### config.mk
export PLATFORM = sky130hd
export DESIGN_NAME = otsu_fifo
export DESIGN_NICKNAME = d
export VERILOG_FILES = /design/src/rtl/otsu_pkg.sv /design/src/rtl/otsu_fifo.sv
export SDC_FILE = /design/constraint.sdc
export NUM_CORES = 1
export LEC_CHECK = 0
export ABC_AREA = 1
export ABC_CLOCK_PERIOD_IN_PS = 1950
export CORE_MARGIN = 10
export CORE_UTILIZATION = 61
export DETAILED_ROUTE_END_ITERATION = 12
export DONT_BUFFER_PORTS = 1
export GPL_ROUTABILITY_DRIVEN = 0
export PLACE_DENSITY = 0.83
export SETUP_SLACK_MARGIN = 0.2
export SLEW_MARGIN = 30
export SYNTH_ARGS = -nofsm -noshare
export SYNTH_HDL_FRONTEND = slang
export SYNTH_SLANG_ARGS = --single-unit
### constraint.sdc
create_clock -name i_clk -period 1.95 [get_ports i_clk]
set_input_delay 0.585 -clock i_clk [delete_from_list [all_inputs] [get_ports i_clk]]
set_output_delay 0.585 -clock i_clk [all_outputs]
set_load 0.02 [all_outputs]
### src/rtl/otsu_pkg.sv
`default_nettype none
package otsu_pkg;

    localparam int CNT_W      = 24;
    localparam logic [CNT_W-1:0] CNT_MAX = '1;
    localparam int BINS       = 256;
    localparam int ADDR_W     = 8;
    // sum of all bins and sum of value * count
    localparam int WALL_W     = 32;
    localparam int SALL_W     = 40;
    // |N*Sl - Wl*S|, its square, and Wl*Wh
    localparam int D_W        = 72;
    localparam int NUM_W      = 144;
    localparam int DEN_W      = 64;
    // shared shift-add multiplier
    localparam int MX_W       = 144;
    localparam int MY_W       = 72;
    localparam int MP_W       = 216;
    localparam int FIFO_DEPTH = 4;
    localparam int FIFO_AW    = 2;

    localparam logic [ADDR_W-1:0] T_FIRST = 8'd1;
    localparam logic [ADDR_W-1:0] T_LAST  = 8'd254;

    typedef struct packed {
        logic [ADDR_W-1:0] gray;
        logic              last;
    } t_pix;

    typedef struct packed {
        logic              req;
        logic [ADDR_W-1:0] addr;
    } t_rd_req;

    typedef struct packed {
        logic              img_end;
        logic              sat;
        logic [CNT_W-1:0]  n;
        logic [WALL_W-1:0] wall;
        logic [SALL_W-1:0] sall;
    } t_hist_stat;

endpackage
`default_nettype wire

### src/rtl/otsu_fifo.sv
`default_nettype none
module otsu_fifo (
    input  wire logic          i_clk,
    input  wire logic          i_rst_n,
    input  wire logic          i_push,
    input  wire otsu_pkg::t_pix i_data,
    input  wire logic          i_pop,
    output otsu_pkg::t_pix     o_data,
    output logic               o_empty,
    output logic               o_full
);

    otsu_pkg::t_pix                  r_mem [otsu_pkg::FIFO_DEPTH];
    logic [otsu_pkg::FIFO_AW-1:0]    r_wp;
    logic [otsu_pkg::FIFO_AW-1:0]    r_rp;
    logic [otsu_pkg::FIFO_AW:0]      r_cnt;

    always_ff @(posedge i_clk) begin
        if (!i_rst_n) begin
            r_wp  <= '0;
            r_rp  <= '0;
            r_cnt <= '0;
        end else begin
            if (i_push) begin
                r_wp <= r_wp + otsu_pkg::FIFO_AW'(1);
            end
            if (i_pop) begin
                r_rp <= r_rp + otsu_pkg::FIFO_AW'(1);
            end
            r_cnt <= r_cnt + (otsu_pkg::FIFO_AW+1)'(i_push) - (otsu_pkg::FIFO_AW+1)'(i_pop);
        end
    end

    always_ff @(posedge i_clk) begin
        if (i_push) begin
            r_mem[r_wp] <= i_data;
        end
    end

    assign o_data  = r_mem[r_rp];
    assign o_empty = (r_cnt == '0);
    assign o_full  = (r_cnt == (otsu_pkg::FIFO_AW+1)'(otsu_pkg::FIFO_DEPTH));

endmodule
`default_nettype wire

==> impl_metrics.toml, run 1 <==
[route]
route.detailed.drc = 0
final_antenna_net_count = 0
top_layer = "met4"
dr_wl_met2_microns = 1660
drt-total-wl_microns = 3280
first_pass_iters = 4
vias = 1102
wl_met3_microns = 279
drt_first_iter_violations = 68
wl_met1_microns = 1250
wire_per_inst_microns = 16.4
via_per_inst = 5.51

[timing]
setup_tns_ns = 0
tightest_slew_ns = 0.411
setup_viol = 0
relSlewSlack_pct = 72.6
setup_ws_ns = 0.0835
fin_crit_ns = 1.87
max_freq_ghz = 0.536
slew_violations = 0
finalClockSkew_ns = 0.0162
rsz0062_at_grt = "yes"
hold_violations = 0
timing.final.crit_share_pct = 95.7

[critical_path]
cp-start-kind = "register"
slowest_stage = "dfxtp_4"
max_stage_delay_ns = 0.40
endpoint_kind = "primary output"
path_max_fanout = 9
cp_cell_sequence = "buf_12, a21oi_2, o21ai_1, nand2_2"
worstPathArrival_ns = 1.28
crit_required_ns = 1.36
critical_path_class = "reg2out"

[place]
dpl_cell_area_sq_um = 1900
dp_hpwl_microns = 2030
port_buffers = 0
pre_cts_ws_ns = 0.221
dp.cells = 190

[synth]
yosysTopAreaCell = "edfxtp_1"
yosys-top-cells-area = "edfxtp_1 (57%), dfxtp_1 (9.5%), inv_1 (6.6%), nand2_1 (5.6%), ha_1 (4.0%)"
synth.most_common_cell = "edfxtp_1"
syn_area_per_cell_sq_um = 11.8
ys_ff_latch = 45
async_flop_share_pct = 0
synth_fp_nets = 180
synth_top_area_share_pct = 57.2
synth_warnings = 0
syn_inst = 160
syn_area_sq_um = 1890
synth_edf_count = 36
yosysUniqueCellTypes = 17
yosysSeqAreaShare_pct = 66.8
synth_common_cells = "edfxtp_1 (36), inv_1 (33), nand2_1 (28)"
ys.flop_type = "edfxtp_1"

[floorplanning]
die_h_microns = 75.7
die_x_microns = 75.7
initial_utilization_pct = 62.9
core_sq_um = 3000
ios = 24
num_rows = 20
dieArea_sq_um = 5720

[finish]
drive_above_1_share_pct = 21.0
seq_area_sq_um = 1270
fillers = 223
layout.cells.non_filler = 200
multi_input_area_sq_um = 492
finalNetCount = 186
final_area_sq_um = 2070
areaGrowthSynthToFinish_pct = 9.54
n_antenna_cell = 0

[cts]
cts_setup_buffers = 0
clock_latency_ns = 0.35
clock-sinks = 45
clk_path_buf_depth = 2
h-tree-depth = 2
cts_hold_buf = 0
cts_tree = "yes"
numCtsBuffers = 5
clk_pin_slew_ns = 0.12
cts-root-buf = "clkbuf_4"

[status]
status = "completed"

[global_route]
grt_pass1_vias = 1097
grt_pass1_wl_microns = 5130
grt_overflow = 0
gr-usage-all-layers_pct = 12.4
grt_max_degree = 19
antenna_found_initial = 0

[min_path]
hold_path.class = "in2reg"

[run]
max_cap_violations = 0

[pwr]
p_leak_nw = 0.827
vdd_drop_max_uv = 538
powerDensity_nw_per_um2 = 897
==> power by group <==
part | internal (mW) | total, mW | switching (mW)
clock | 0.142 | 0.417 | 0.274
sequential | 1.10 | 1.13 | 0.0337
combinational | 0.111 | 0.310 | 0.199
==> per-stage QoR <==
step	hold WS [ns]	total power [mW]	utilization, %
floorplan	0.436	1.35	-
global placement	0.454	1.39	63.2
detailed placement	0.461	1.40	63.2
CTS	0.284	1.85	66.9
global route	0.263	1.95	68.9
finish	0.303	1.86	68.9
==> cells by family (layout without fill, tap and decap cells) <==
| group | after synthesis | count (layout) | share of synthesized area, % |
|---|---|---|---|
| fa+ha+maj | 7 | 7 | 5.03 |
| flops | 45 | 45 | 66.8 |
| buf+inv | 39 | 46 | 10.1 |
| compound gates | 37 | 37 | 11.6 |
| simple gates | 32 | 32 | 6.49 |
==> flip-flops by register name (all words and copies together), names as in the netlist, named ones only <==
| signal | count |
|---|---|
| r_mem | 36 |
| r_cnt | 3 |
| r_rp | 2 |
| r_wp | 2 |
==> cell usage in the layout (no fill, tap or decap), types with 4 or more instances in the layout <==
master	Yosys	routed
clkbuf_4	0	5
a21oi_1	12	6
nand2_1	28	18
o211ai_1	9	9
dfxtp_1	9	7
inv_1	33	32
o21ai_0	10	4
ha_1	6	6
nand2_2	0	10
edfxtp_1	36	36
a21oi_2	3	9
o21ai_1	3	9
==> metal layers <==
layer,global-route usage (%),up-vias
met4,6.19,0
met5,0,-
met1,13.1,525
met2,19.9,24
li1,-,545
met3,6.51,8
==> worst max-delay path: cells and delay by family, from the launching register on <==
family                 cells  cell delay [ns]
DFF                        1             0.40
AOI/OAI and AO/OA          2             0.24
and+or+nand+nor            1             0.14
buffers and inverters      1             0.15
==> worst paths after layout <==
kind,to,cells after the start,slack (ns),startpoint
worst max-delay path,o_data[1],4,0.08,register
worst min-delay path,register,1,0.30,i_pop
worst max register to register,r_cnt[2],7,0.35,r_cnt[0]
worst min register to register,register,2,0.48,r_rp[1]
==> repair_timing <==
item / CTS / global route
pin swaps: 8 / 7
cloned: 1 / 1
gates resized for setup: 19 / 11
setup endpoints to repair: 10 / 11
==> final cells by class <==
cell class / instances / area share, %
flip-flops and latches: 45 / 61.2
multi-input cells: 76 / 23.8
inverters: 33 / 5.99
repair buffers: 5 / 4.41
clock buffers: 6 / 2.00
well taps: 33 / 2.00
clock inverters: 2 / 0.665
Power figures use the tool's default switching activity.
==> inputs of run 2 (changes only) <==
Settings changed: CTS_BUF_LIST set to sky130_fd_sc_hd__clkbuf_8 sky130_fd_sc_hd__clkbuf_16.
==> impl_metrics.toml, run 2 (synthesized netlist as in run 1, its figures left out) <==
[critical_path]
critPathBufInv = 1
cp-start-kind = "register"
r2r_end = "r_cnt[2]"
worstPathArrival_ns = 1.26
critical_path_class = "reg2out"
reg2reg_setup_slack_ns = 0.29
crit_required_ns = 1.36
r2r_cells = 7
path_max_fanout = 9
slowest_stage = "dfxtp_4"
r2r_start = "r_cnt[0]"
path_delay_family = "flip-flops"
endpoint_kind = "primary output"
cp_cell_sequence = "buf_12, a21oi_2, o21ai_2, nand2_2"
max_stage_delay_ns = 0.39

[cts]
h-tree-depth = 2
cts-root-buf = "clkbuf_8"
clock-sinks = 45
numCtsBuffers = 5
clock_latency_ns = 0.29
clk_path_buf_depth = 2
clk_pin_slew_ns = 0.08
cts_tree = "yes"

[timing]
setup_viol = 0
slew_violations = 0
timing.final.crit_share_pct = 94.8
rsz0062_at_grt = "yes"
fin_crit_ns = 1.85
relSlewSlack_pct = 72.9
tightest_slew_ns = 0.406
finalClockSkew_ns = 0.00642
max_freq_ghz = 0.541
hold_violations = 0
setup_tns_ns = 0

[floorplanning]
initial_utilization_pct = 62.9
die_x_microns = 75.7
dieArea_sq_um = 5720
die_h_microns = 75.7
num_rows = 20
ios = 24
core_sq_um = 3000

[route]
via_per_inst = 5.47
drt-total-wl_microns = 3330
final_antenna_net_count = 0
wire_per_inst_microns = 16.6
drt_first_iter_violations = 109
vias = 1094
first_pass_iters = 4
route.detailed.drc = 0

[finish]
final_common_cell = "edfxtp_1"
n_antenna_cell = 0
seq_area_sq_um = 1260
fillers = 223
reg_top3 = "r_mem: 36 flops, r_cnt: 3 flops"
finalNetCount = 186
drive_above_1_share_pct = 19.8
multi_input_area_sq_um = 493
final_cell_mix = "edfxtp_1 (36), inv_1 (34), nand2_1 (19)"
largest_register = "r_mem"
finish.utilization_pct = 70.0
areaGrowthSynthToFinish_pct = 11.2
largest_reg_flops = 36

[place]
port_buffers = 0
dp_hpwl_microns = 2030

[global_route]
grt_overflow = 0
grt_pass1_wl_microns = 5220
grt_pass1_vias = 1091
antenna_found_initial = 0
gr-usage-all-layers_pct = 12.9
grt_max_degree = 19

[min_path]
min_path_cells = 1
hold_path.class = "in2reg"
holdCritStartpoint = "i_pop"

[pwr]
p_leak_nw = 0.846
vdd_drop_max_uv = 587
powerDensity_nw_per_um2 = 938

[run]
max_cap_violations = 0

[status]
status = "completed"
[run 2: cell count changes in the layout (fill, tap and decap cells not counted)]
cell / before / now
clkbuf_1: 1 / 0
clkbuf_4: 5 / 0
clkbuf_8: 0 / 5
dfxtp_1: 7 / 8
dfxtp_2: 1 / 0
inv_1: 32 / 34
inv_2: 1 / 0
nand2_1: 18 / 19
nand2_2: 10 / 9
o21ai_1: 9 / 8
o21ai_2: 0 / 1
[run 2: repair_timing]
action | in CTS | in global routing
setup buffers | 0 | 0
resized for setup | 18 | 10
pin swaps | 8 | 7
gates cloned | 1 | 1
endpoints found under the setup margin | 9 | 10
hold buffers | 0 | 0
[run 2: worst max path at each step]
| stage | cells after the start | slack (ns) | to | startpoint |
|---|---|---|---|---|
| after floorplan | 6 | 0.26 | r_cnt[2] | i_pop |
| after global placement | 6 | 0.24 | r_cnt[2] | i_pop |
| after detailed placement | 6 | 0.22 | r_cnt[2] | i_pop |
| after CTS | 4 | 0.14 | o_data[1] | register |
| after global routing | 4 | 0.04 | o_data[5] | register |
| final | 4 | 0.10 | o_data[5] | register |
[run 2: final cells by class]
cell class / instances / share of cell area [%]
Clock inverter: 3 / 0.834
Sequential cell: 45 / 60.2
Timing Repair Buffer: 5 / 4.35
Clock buffer: 5 / 3.28
Inverter: 33 / 5.90
Multi-Input combinational cell: 76 / 23.5
Tap cell: 33 / 1.97
[run 2: power by group]
part | internal, mW | total [mW] | switching (mW) | leakage, nW
Combinational | 0.108 | 0.308 | 0.201 | 0.394
Sequential | 1.10 | 1.13 | 0.0320 | 0.406
Clock | 0.248 | 0.535 | 0.287 | 0.0459
[run 2: through the flow]
stage          hold slack, ns  cell area [sq um]  setup slack, ns  instances  total power [mW]
2_1_floorplan           0.436               1890            0.259        160              1.35
3_3_place_gp            0.454               1900            0.244        190              1.39
3_5_place_dp            0.461               1900            0.221        190              1.40
4_1_cts                 0.354               2040            0.139        199              1.97
5_1_grt                 0.343               2100           0.0370        200              2.08
6_report                0.364               2100            0.102        200              1.97
[run 2: per-layer routing]
layer / up-vias / wire length [microns] / global-route usage (%)
met2: 34 / 1640 / 19.8
met3: 9 / 337 / 7.03
met5: - / 0 / 0
met1: 508 / 1240 / 14.1
li1: 543 / - / -
met4: 0 / 107 / 6.39
