[src/rtl/otsu_pkg.sv]
`default_nettype none
package otsu_pkg;

    localparam int CNT_W      = 24;
    localparam logic [CNT_W-1:0] CNT_MAX = '1;
    localparam int BINS       = 256;
    localparam int ADDR_W     = 8;
    // sum of all bins and sum of value * count
    localparam int WALL_W     = 32;
    localparam int SALL_W     = 40;
    // |N*Sl - Wl*S|, its square, and Wl*Wh
    localparam int D_W        = 72;
    localparam int NUM_W      = 144;
    localparam int DEN_W      = 64;
    // shared shift-add multiplier
    localparam int MX_W       = 144;
    localparam int MY_W       = 72;
    localparam int MP_W       = 216;
    localparam int FIFO_DEPTH = 4;
    localparam int FIFO_AW    = 2;

    localparam logic [ADDR_W-1:0] T_FIRST = 8'd1;
    localparam logic [ADDR_W-1:0] T_LAST  = 8'd254;

    typedef struct packed {
        logic [ADDR_W-1:0] gray;
        logic              last;
    } t_pix;

    typedef struct packed {
        logic              req;
        logic [ADDR_W-1:0] addr;
    } t_rd_req;

    typedef struct packed {
        logic              img_end;
        logic              sat;
        logic [CNT_W-1:0]  n;
        logic [WALL_W-1:0] wall;
        logic [SALL_W-1:0] sall;
    } t_hist_stat;

endpackage
`default_nettype wire

[src/rtl/otsu_mul.sv]
`default_nettype none
module otsu_mul (
    input  wire logic                      i_clk,
    input  wire logic                      i_rst_n,
    input  wire logic                      i_start,
    input  wire logic [otsu_pkg::MX_W-1:0] i_x,
    input  wire logic [otsu_pkg::MY_W-1:0] i_y,
    output logic                           o_done,
    output logic [otsu_pkg::MP_W-1:0]      o_prod
);

    logic                          r_busy;
    logic                          r_done;
    logic [otsu_pkg::MP_W-1:0]     r_x;
    logic [otsu_pkg::MY_W-1:0]     r_y;
    logic [otsu_pkg::MP_W-1:0]     r_acc;

    // shift-add, one multiplier bit per beat; stops once the rest is zero
    always_ff @(posedge i_clk) begin
        if (!i_rst_n) begin
            r_busy <= 1'b0;
            r_done <= 1'b0;
        end else begin
            r_done <= 1'b0;
            if (i_start) begin
                r_busy <= 1'b1;
            end else if (r_busy && (r_y == '0)) begin
                r_busy <= 1'b0;
                r_done <= 1'b1;
            end
        end
    end

    always_ff @(posedge i_clk) begin
        if (i_start) begin
            r_x   <= otsu_pkg::MP_W'(i_x);
            r_y   <= i_y;
            r_acc <= '0;
        end else if (r_busy && (r_y != '0)) begin
            if (r_y[0]) begin
                r_acc <= r_acc + r_x;
            end
            r_x <= r_x << 1;
            r_y <= r_y >> 1;
        end
    end

    assign o_done = r_done;
    assign o_prod = r_acc;

endmodule
`default_nettype wire

[src/rtl/otsu_search.sv]
`default_nettype none
module otsu_search (
    input  wire logic                        i_clk,
    input  wire logic                        i_rst_n,
    input  wire otsu_pkg::t_hist_stat        i_stat,
    input  wire logic [otsu_pkg::CNT_W-1:0]  i_bin,
    output otsu_pkg::t_rd_req                o_rd,
    output logic                             o_valid,
    output logic [otsu_pkg::ADDR_W-1:0]      o_threshold,
    output logic                             o_count_overflow
);

    typedef enum logic [3:0] {
        S_IDLE, S_RD, S_ACC, S_CHK, S_M1, S_M2, S_M3, S_M4, S_M5, S_M6
    } t_state;

    t_state                          r_state;
    logic [otsu_pkg::ADDR_W-1:0]     r_t;
    logic [otsu_pkg::WALL_W-1:0]     r_wl;
    logic [otsu_pkg::SALL_W-1:0]     r_sl;
    logic [otsu_pkg::D_W-1:0]        r_a;
    logic [otsu_pkg::NUM_W-1:0]      r_num;
    logic [otsu_pkg::DEN_W-1:0]      r_den;
    logic [otsu_pkg::MP_W-1:0]       r_lhs;
    logic [otsu_pkg::NUM_W-1:0]      r_best_num;
    logic [otsu_pkg::DEN_W-1:0]      r_best_den;
    logic [otsu_pkg::ADDR_W-1:0]     r_best_t;
    logic                            r_valid;
    logic [otsu_pkg::ADDR_W-1:0]     r_thr;
    logic                            r_ovf;

    logic                            mul_start;
    logic [otsu_pkg::MX_W-1:0]       mul_x;
    logic [otsu_pkg::MY_W-1:0]       mul_y;
    logic                            mul_done;
    logic [otsu_pkg::MP_W-1:0]       mul_p;
    logic [otsu_pkg::WALL_W-1:0]     wh;
    logic [otsu_pkg::D_W-1:0]        b;
    logic [otsu_pkg::D_W-1:0]        d;
    logic                            win;
    logic                            skip;
    logic [otsu_pkg::ADDR_W-1:0]     fin_thr;

    assign wh   = i_stat.wall - r_wl;
    assign skip = (r_wl == '0) || (wh == '0);
    assign b    = mul_p[otsu_pkg::D_W-1:0];
    assign d    = (r_a >= b) ? (r_a - b) : (b - r_a);
    assign win  = (r_lhs > mul_p);
    assign fin_thr = (r_state == S_M6 && win) ? r_t : r_best_t;

    always_comb begin
        mul_start = 1'b0;
        mul_x     = '0;
        mul_y     = '0;
        case (r_state)
            S_CHK: begin
                mul_start = !skip;
                mul_x     = otsu_pkg::MX_W'(r_sl);
                mul_y     = otsu_pkg::MY_W'(i_stat.n);
            end
            S_M1: begin
                mul_start = mul_done;
                mul_x     = otsu_pkg::MX_W'(i_stat.sall);
                mul_y     = otsu_pkg::MY_W'(r_wl);
            end
            S_M2: begin
                mul_start = mul_done;
                mul_x     = otsu_pkg::MX_W'(d);
                mul_y     = d;
            end
            S_M3: begin
                mul_start = mul_done;
                mul_x     = otsu_pkg::MX_W'(r_wl);
                mul_y     = otsu_pkg::MY_W'(wh);
            end
            S_M4: begin
                mul_start = mul_done;
                mul_x     = r_num;
                mul_y     = otsu_pkg::MY_W'(r_best_den);
            end
            S_M5: begin
                mul_start = mul_done;
                mul_x     = r_best_num;
                mul_y     = otsu_pkg::MY_W'(r_den);
            end
            default: begin
                mul_start = 1'b0;
            end
        endcase
    end

    assign o_rd.req  = (r_state == S_RD);
    assign o_rd.addr = r_t - otsu_pkg::ADDR_W'(1);

    always_ff @(posedge i_clk) begin
        if (!i_rst_n) begin
            r_state <= S_IDLE;
            r_valid <= 1'b0;
        end else begin
            r_valid <= 1'b0;
            case (r_state)
                S_IDLE: begin
                    r_t        <= otsu_pkg::T_FIRST;
                    r_wl       <= '0;
                    r_sl       <= '0;
                    r_best_num <= '0;
                    r_best_den <= otsu_pkg::DEN_W'(1);
                    r_best_t   <= otsu_pkg::T_FIRST;
                    if (i_stat.img_end) begin
                        r_state <= S_RD;
                    end
                end
                S_RD: begin
                    r_state <= S_ACC;
                end
                S_ACC: begin
                    r_wl    <= r_wl + otsu_pkg::WALL_W'(i_bin);
                    r_sl    <= r_sl + otsu_pkg::SALL_W'(i_bin)
                                    * otsu_pkg::SALL_W'(o_rd.addr);
                    r_state <= S_CHK;
                end
                S_CHK: begin
                    if (skip) begin
                        if (r_t == otsu_pkg::T_LAST) begin
                            r_valid <= 1'b1;
                            r_thr   <= fin_thr;
                            r_ovf   <= i_stat.sat;
                            r_state <= S_IDLE;
                        end else begin
                            r_t     <= r_t + otsu_pkg::ADDR_W'(1);
                            r_state <= S_RD;
                        end
                    end else begin
                        r_state <= S_M1;
                    end
                end
                S_M1: begin
                    if (mul_done) begin
                        r_a     <= mul_p[otsu_pkg::D_W-1:0];
                        r_state <= S_M2;
                    end
                end
                S_M2: begin
                    if (mul_done) begin
                        r_state <= S_M3;
                    end
                end
                S_M3: begin
                    if (mul_done) begin
                        r_num   <= mul_p[otsu_pkg::NUM_W-1:0];
                        r_state <= S_M4;
                    end
                end
                S_M4: begin
                    if (mul_done) begin
                        r_den   <= mul_p[otsu_pkg::DEN_W-1:0];
                        r_state <= S_M5;
                    end
                end
                S_M5: begin
                    if (mul_done) begin
                        r_lhs   <= mul_p;
                        r_state <= S_M6;
                    end
                end
                S_M6: begin
                    if (mul_done) begin
                        if (win) begin
                            r_best_num <= r_num;
                            r_best_den <= r_den;
                            r_best_t   <= r_t;
                        end
                        if (r_t == otsu_pkg::T_LAST) begin
                            r_valid <= 1'b1;
                            r_thr   <= fin_thr;
                            r_ovf   <= i_stat.sat;
                            r_state <= S_IDLE;
                        end else begin
                            r_t     <= r_t + otsu_pkg::ADDR_W'(1);
                            r_state <= S_RD;
                        end
                    end
                end
                default: begin
                    r_state <= S_IDLE;
                end
            endcase
        end
    end

    otsu_mul u_mul (
        .i_clk   (i_clk),
        .i_rst_n (i_rst_n),
        .i_start (mul_start),
        .i_x     (mul_x),
        .i_y     (mul_y),
        .o_done  (mul_done),
        .o_prod  (mul_p)
    );

    assign o_valid          = r_valid;
    assign o_threshold      = r_thr;
    assign o_count_overflow = r_ovf;

endmodule
`default_nettype wire

[config.mk]
export PLATFORM = sky130hd
export DESIGN_NAME = otsu_search
export DESIGN_NICKNAME = d
export VERILOG_FILES = /design/src/rtl/otsu_pkg.sv /design/src/rtl/otsu_mul.sv /design/src/rtl/otsu_search.sv
export SDC_FILE = /design/constraint.sdc
export NUM_CORES = 2
export LEC_CHECK = 0
export BUFFER_PORTS_ARGS = -buffer_cell sky130_fd_sc_hd__buf_2
export CAP_MARGIN = 20
export CORE_ASPECT_RATIO = 0.5
export CORE_UTILIZATION = 40
export DETAILED_ROUTE_END_ITERATION = 8
export SLEW_MARGIN = 30
export SYNTH_ARGS = -nofsm -noshare
export SYNTH_HDL_FRONTEND = slang
export SYNTH_SLANG_ARGS = --single-unit
[constraint.sdc]
create_clock -name i_clk -period 61 [get_ports i_clk]
set_input_delay 12.2 -clock i_clk [delete_from_list [all_inputs] [get_ports i_clk]]
set_output_delay 12.2 -clock i_clk [all_outputs]
set_load 0.005 [all_outputs]
==> run metrics <==
path type of the worst setup path=input port to flip-flop; first-pass GRT wire length=between 400,000 and 500,000 um; die area=219,000 um^2; via count=70,800; met2 Use GR=roughly 39%; H-tree depth=4; Arr. time, crit path=approximately 19 ns; Top cell by count, worst path=buf_4; All-Layer GR Usage=around a quarter; Final setup viols=0; nets@finish=~10,000; slowest stage delay, CP=around 0.76 ns; Yosys top cell area share=35.2%; Inst Count DP=11,900; worst-path fanout max=a little under 70; Clock Root Buffer=clkbuf_16; CTS Sinks=1,312; worst path cell trace=buf_2 > ha_1 > nand4_1 > nor2_1 > nand2_1 > a211oi_1 > o221ai_2 > nand3_1 > a31oi_2 > o311ai_0 > or4_4 > o21ai_4 > nand2_4 > buf_4 > buf_4 > buf_4 > buf_4 > o21ai_0 > a221oi_1 > nor2_1; area of the multi-input gates=46,000 um^2; Power, Total=4.20 mW; Layout area overhead=8.94%; Hold Violations, Final=0; RSZ-0062 raised after global routing=false; fillers=21,000; Die W=661 um; met3 Track Usage GR=under 10%; TritonCTS clock tree=yes; I/O Buffers=142; starting utilization of the core area=40.4%; antenna violations before repair=12; ANT nets after route=0; largest net degree at the start of global routing=194; Yosys reg bits=1,312; synth top area cells=edfxtp_1 (35%), ha_1 (9.9%), dfxtp_1 (6.8%), a21oi_1 (5.7%), nand2_1 (4.2%); Crit. End Element=flip-flop; Via density=5.82; GRT busiest layer=met2; slowest cell on the critical path=buf_4; final WL=~280,000 um; Worst Tran Pin Value=1.42 ns; worst vdd ir=39.1 uV; share of cells above drive strength 1=slightly below 6%; site row count=120; core box area=215,000 um^2; grt ovf=0; Post-CTS Setup Bufs=0; vias in the first global route=67,800; top post-synthesis cells by count=edfxtp_1 (1,017), a21oi_1 (980), nand2_1 (966); average wire per standard cell=23.2 um; top_reg_cell synth=edfxtp_1; Synth async-reset ratio=0%; family with the most delay on the worst path=buffers and inverters; worst min path class=flip-flop to flip-flop; sequential cell area fraction in the yosys report=42.0%; Synth Area per Inst=roughly 9.3 um^2; maximum operating frequency=53.7 MHz; met1 Usage GRT=36.4%; Buf/Inv on CP=5; Mapped Nets=10,300; Pwr Density=44.4 nW/um^2; Max-Cap Viols=0; Finished Layout Cells=about 12,000; Post-route DRC=0; gpl congestion=0.985; Final min period=around 19 ns; most numerous cell in the Yosys netlist=edfxtp_1; crit path launch type=input port; clk_skew=0.0833 ns; synth unique cells=98; Mapped Cells=approximately 9,300; Synth area leader=edfxtp_1; Cell Area, Synth=86,800 um^2; CTS Buf Count=140; DRT iter0 DRCs=7,071; Ports=143; Reg area=approximately 36,000 um^2; Post-CTS Hold Fix Bufs=0; Die Ht=331 um; clock latency on the worst-skew pair=0.84 ns; outcome=complete, no violations; max-slew violation count=0; fraction of the cycle the final worst path needs=30.5%; Static Leak=37.1 nW; hpwl dp=210,000 um; Post-synth EDFFs=1,017; clock-pin slew on the worst setup and hold paths=0.06 ns; Slew HR=under 10%; worst endpoint required time=61.53 ns; Syn. warnings=0; First-pass DRT Iterations=9; final setup TNS=0 ns; Post-CTS Resized=0; clk buf depth=4
cells in the final DEF, fill, tap and decap left out, types with 23 or more instances in the layout:
cell       count
nor2_1       858
xnor2_1      228
buf_4         82
o31ai_1       23
a21o_1       318
a221oi_1     142
nor4_1        59
a31oi_1       72
o21a_1        52
o21ai_0      470
nand4_1      231
and3_1        35
a211oi_1      40
buf_2        143
a21oi_1      980
nor2b_1      167
clkbuf_1      25
dfxtp_1      295
a222oi_1      39
or3_1         27
fa_1         167
and2_1       277
a22oi_1       59
o21bai_1     110
o211ai_1      37
ha_1         689
nand3_1       84
inv_1        680
edfxtp_1    1017
clkbuf_16    146
a21boi_0      35
xor2_1       128
nand2_1      962
nor3_1        99
nand2b_1      68
final timing paths:
| path | slack, ns | endpoint | from | depth (start not counted) |
|---|---|---|---|---|
| hold / removal | 0.46 | r_lhs[215]$_DFFE_PP_ | u_mul.o_prod[215]$_SDFFE_PP0P_ | 0 |
| setup / recovery | 42.38 | u_mul.r_x[57]$_DFFE_PP_ | i_stat[51] | 20 |
| setup reg to reg | 52.75 | r_best_num[105]$_SDFFCE_PN0P_ | u_mul.o_prod[1]$_SDFFE_PP0P_ | 22 |
| hold reg to reg | 0.46 | r_lhs[215]$_DFFE_PP_ | u_mul.o_prod[215]$_SDFFE_PP0P_ | 0 |
metal layers:
metal / share of wire, % / wire [um] / vias to the layer above
li1: - / - / 33100
met1: 46 / 131000 / 34900
met2: 44 / 125000 / 2355
met3: 6.8 / 19200 / 366
met4: 2.7 / 7670 / 2
met5: 0.0039 / 11 / -
metrics by stage:
step	instance area, um^2	hold slack (ns)	utilization (%)	worst slack (ns)
after floorplan	86800	0.430	-	33.10
final	94500	0.455	44.0	42.38
after global placement	90000	0.436	41.9	41.92
after global routing	94500	0.484	44.0	42.01
after CTS	94500	0.456	44.0	42.54
after detailed placement	90000	0.441	41.9	41.71
power breakdown:
part,total [mW],internal [mW],switching (mW)
combinational,2.07,0.784,1.28
sequential,1.27,1.12,0.144
clock,0.867,0.488,0.379
state kept, by name, indices dropped and copies added (netlist names), 32 cells and up:
register / flops
r_a: 72
r_best_den: 64
r_best_num: 144
r_den: 64
r_lhs: 216
r_num: 144
r_sl: 40
r_wl: 32
u_mul.o_prod: 216
u_mul.r_x: 216
u_mul.r_y: 72
final cells by class:
cell class,count,share of cell area (%)
Multi-Input combinational cell,6822,48.7
Sequential cell,1312,38.6
Clock buffer,180,4.10
Tap cell,2867,3.80
Inverter,681,2.70
Timing Repair Buffer,231,1.53
Clock inverter,63,0.624
Antenna cell,7,0.0185
cell families (layout without fill, tap and decap cells):
logic type      count (synthesis)  count (layout)  share of synthesized area, %
buf+inv                      1164            1155                          5.26
other cells                     0               7                             0
fa+ha+maj                     856             856                          13.8
xor+xnor                      362             362                          3.65
compound gates               2608            2608                          19.0
simple gates                 2974            2974                          16.0
flops                        1312            1312                          42.0
mux                            22              22                         0.265
(Power assumes the default switching activity.)
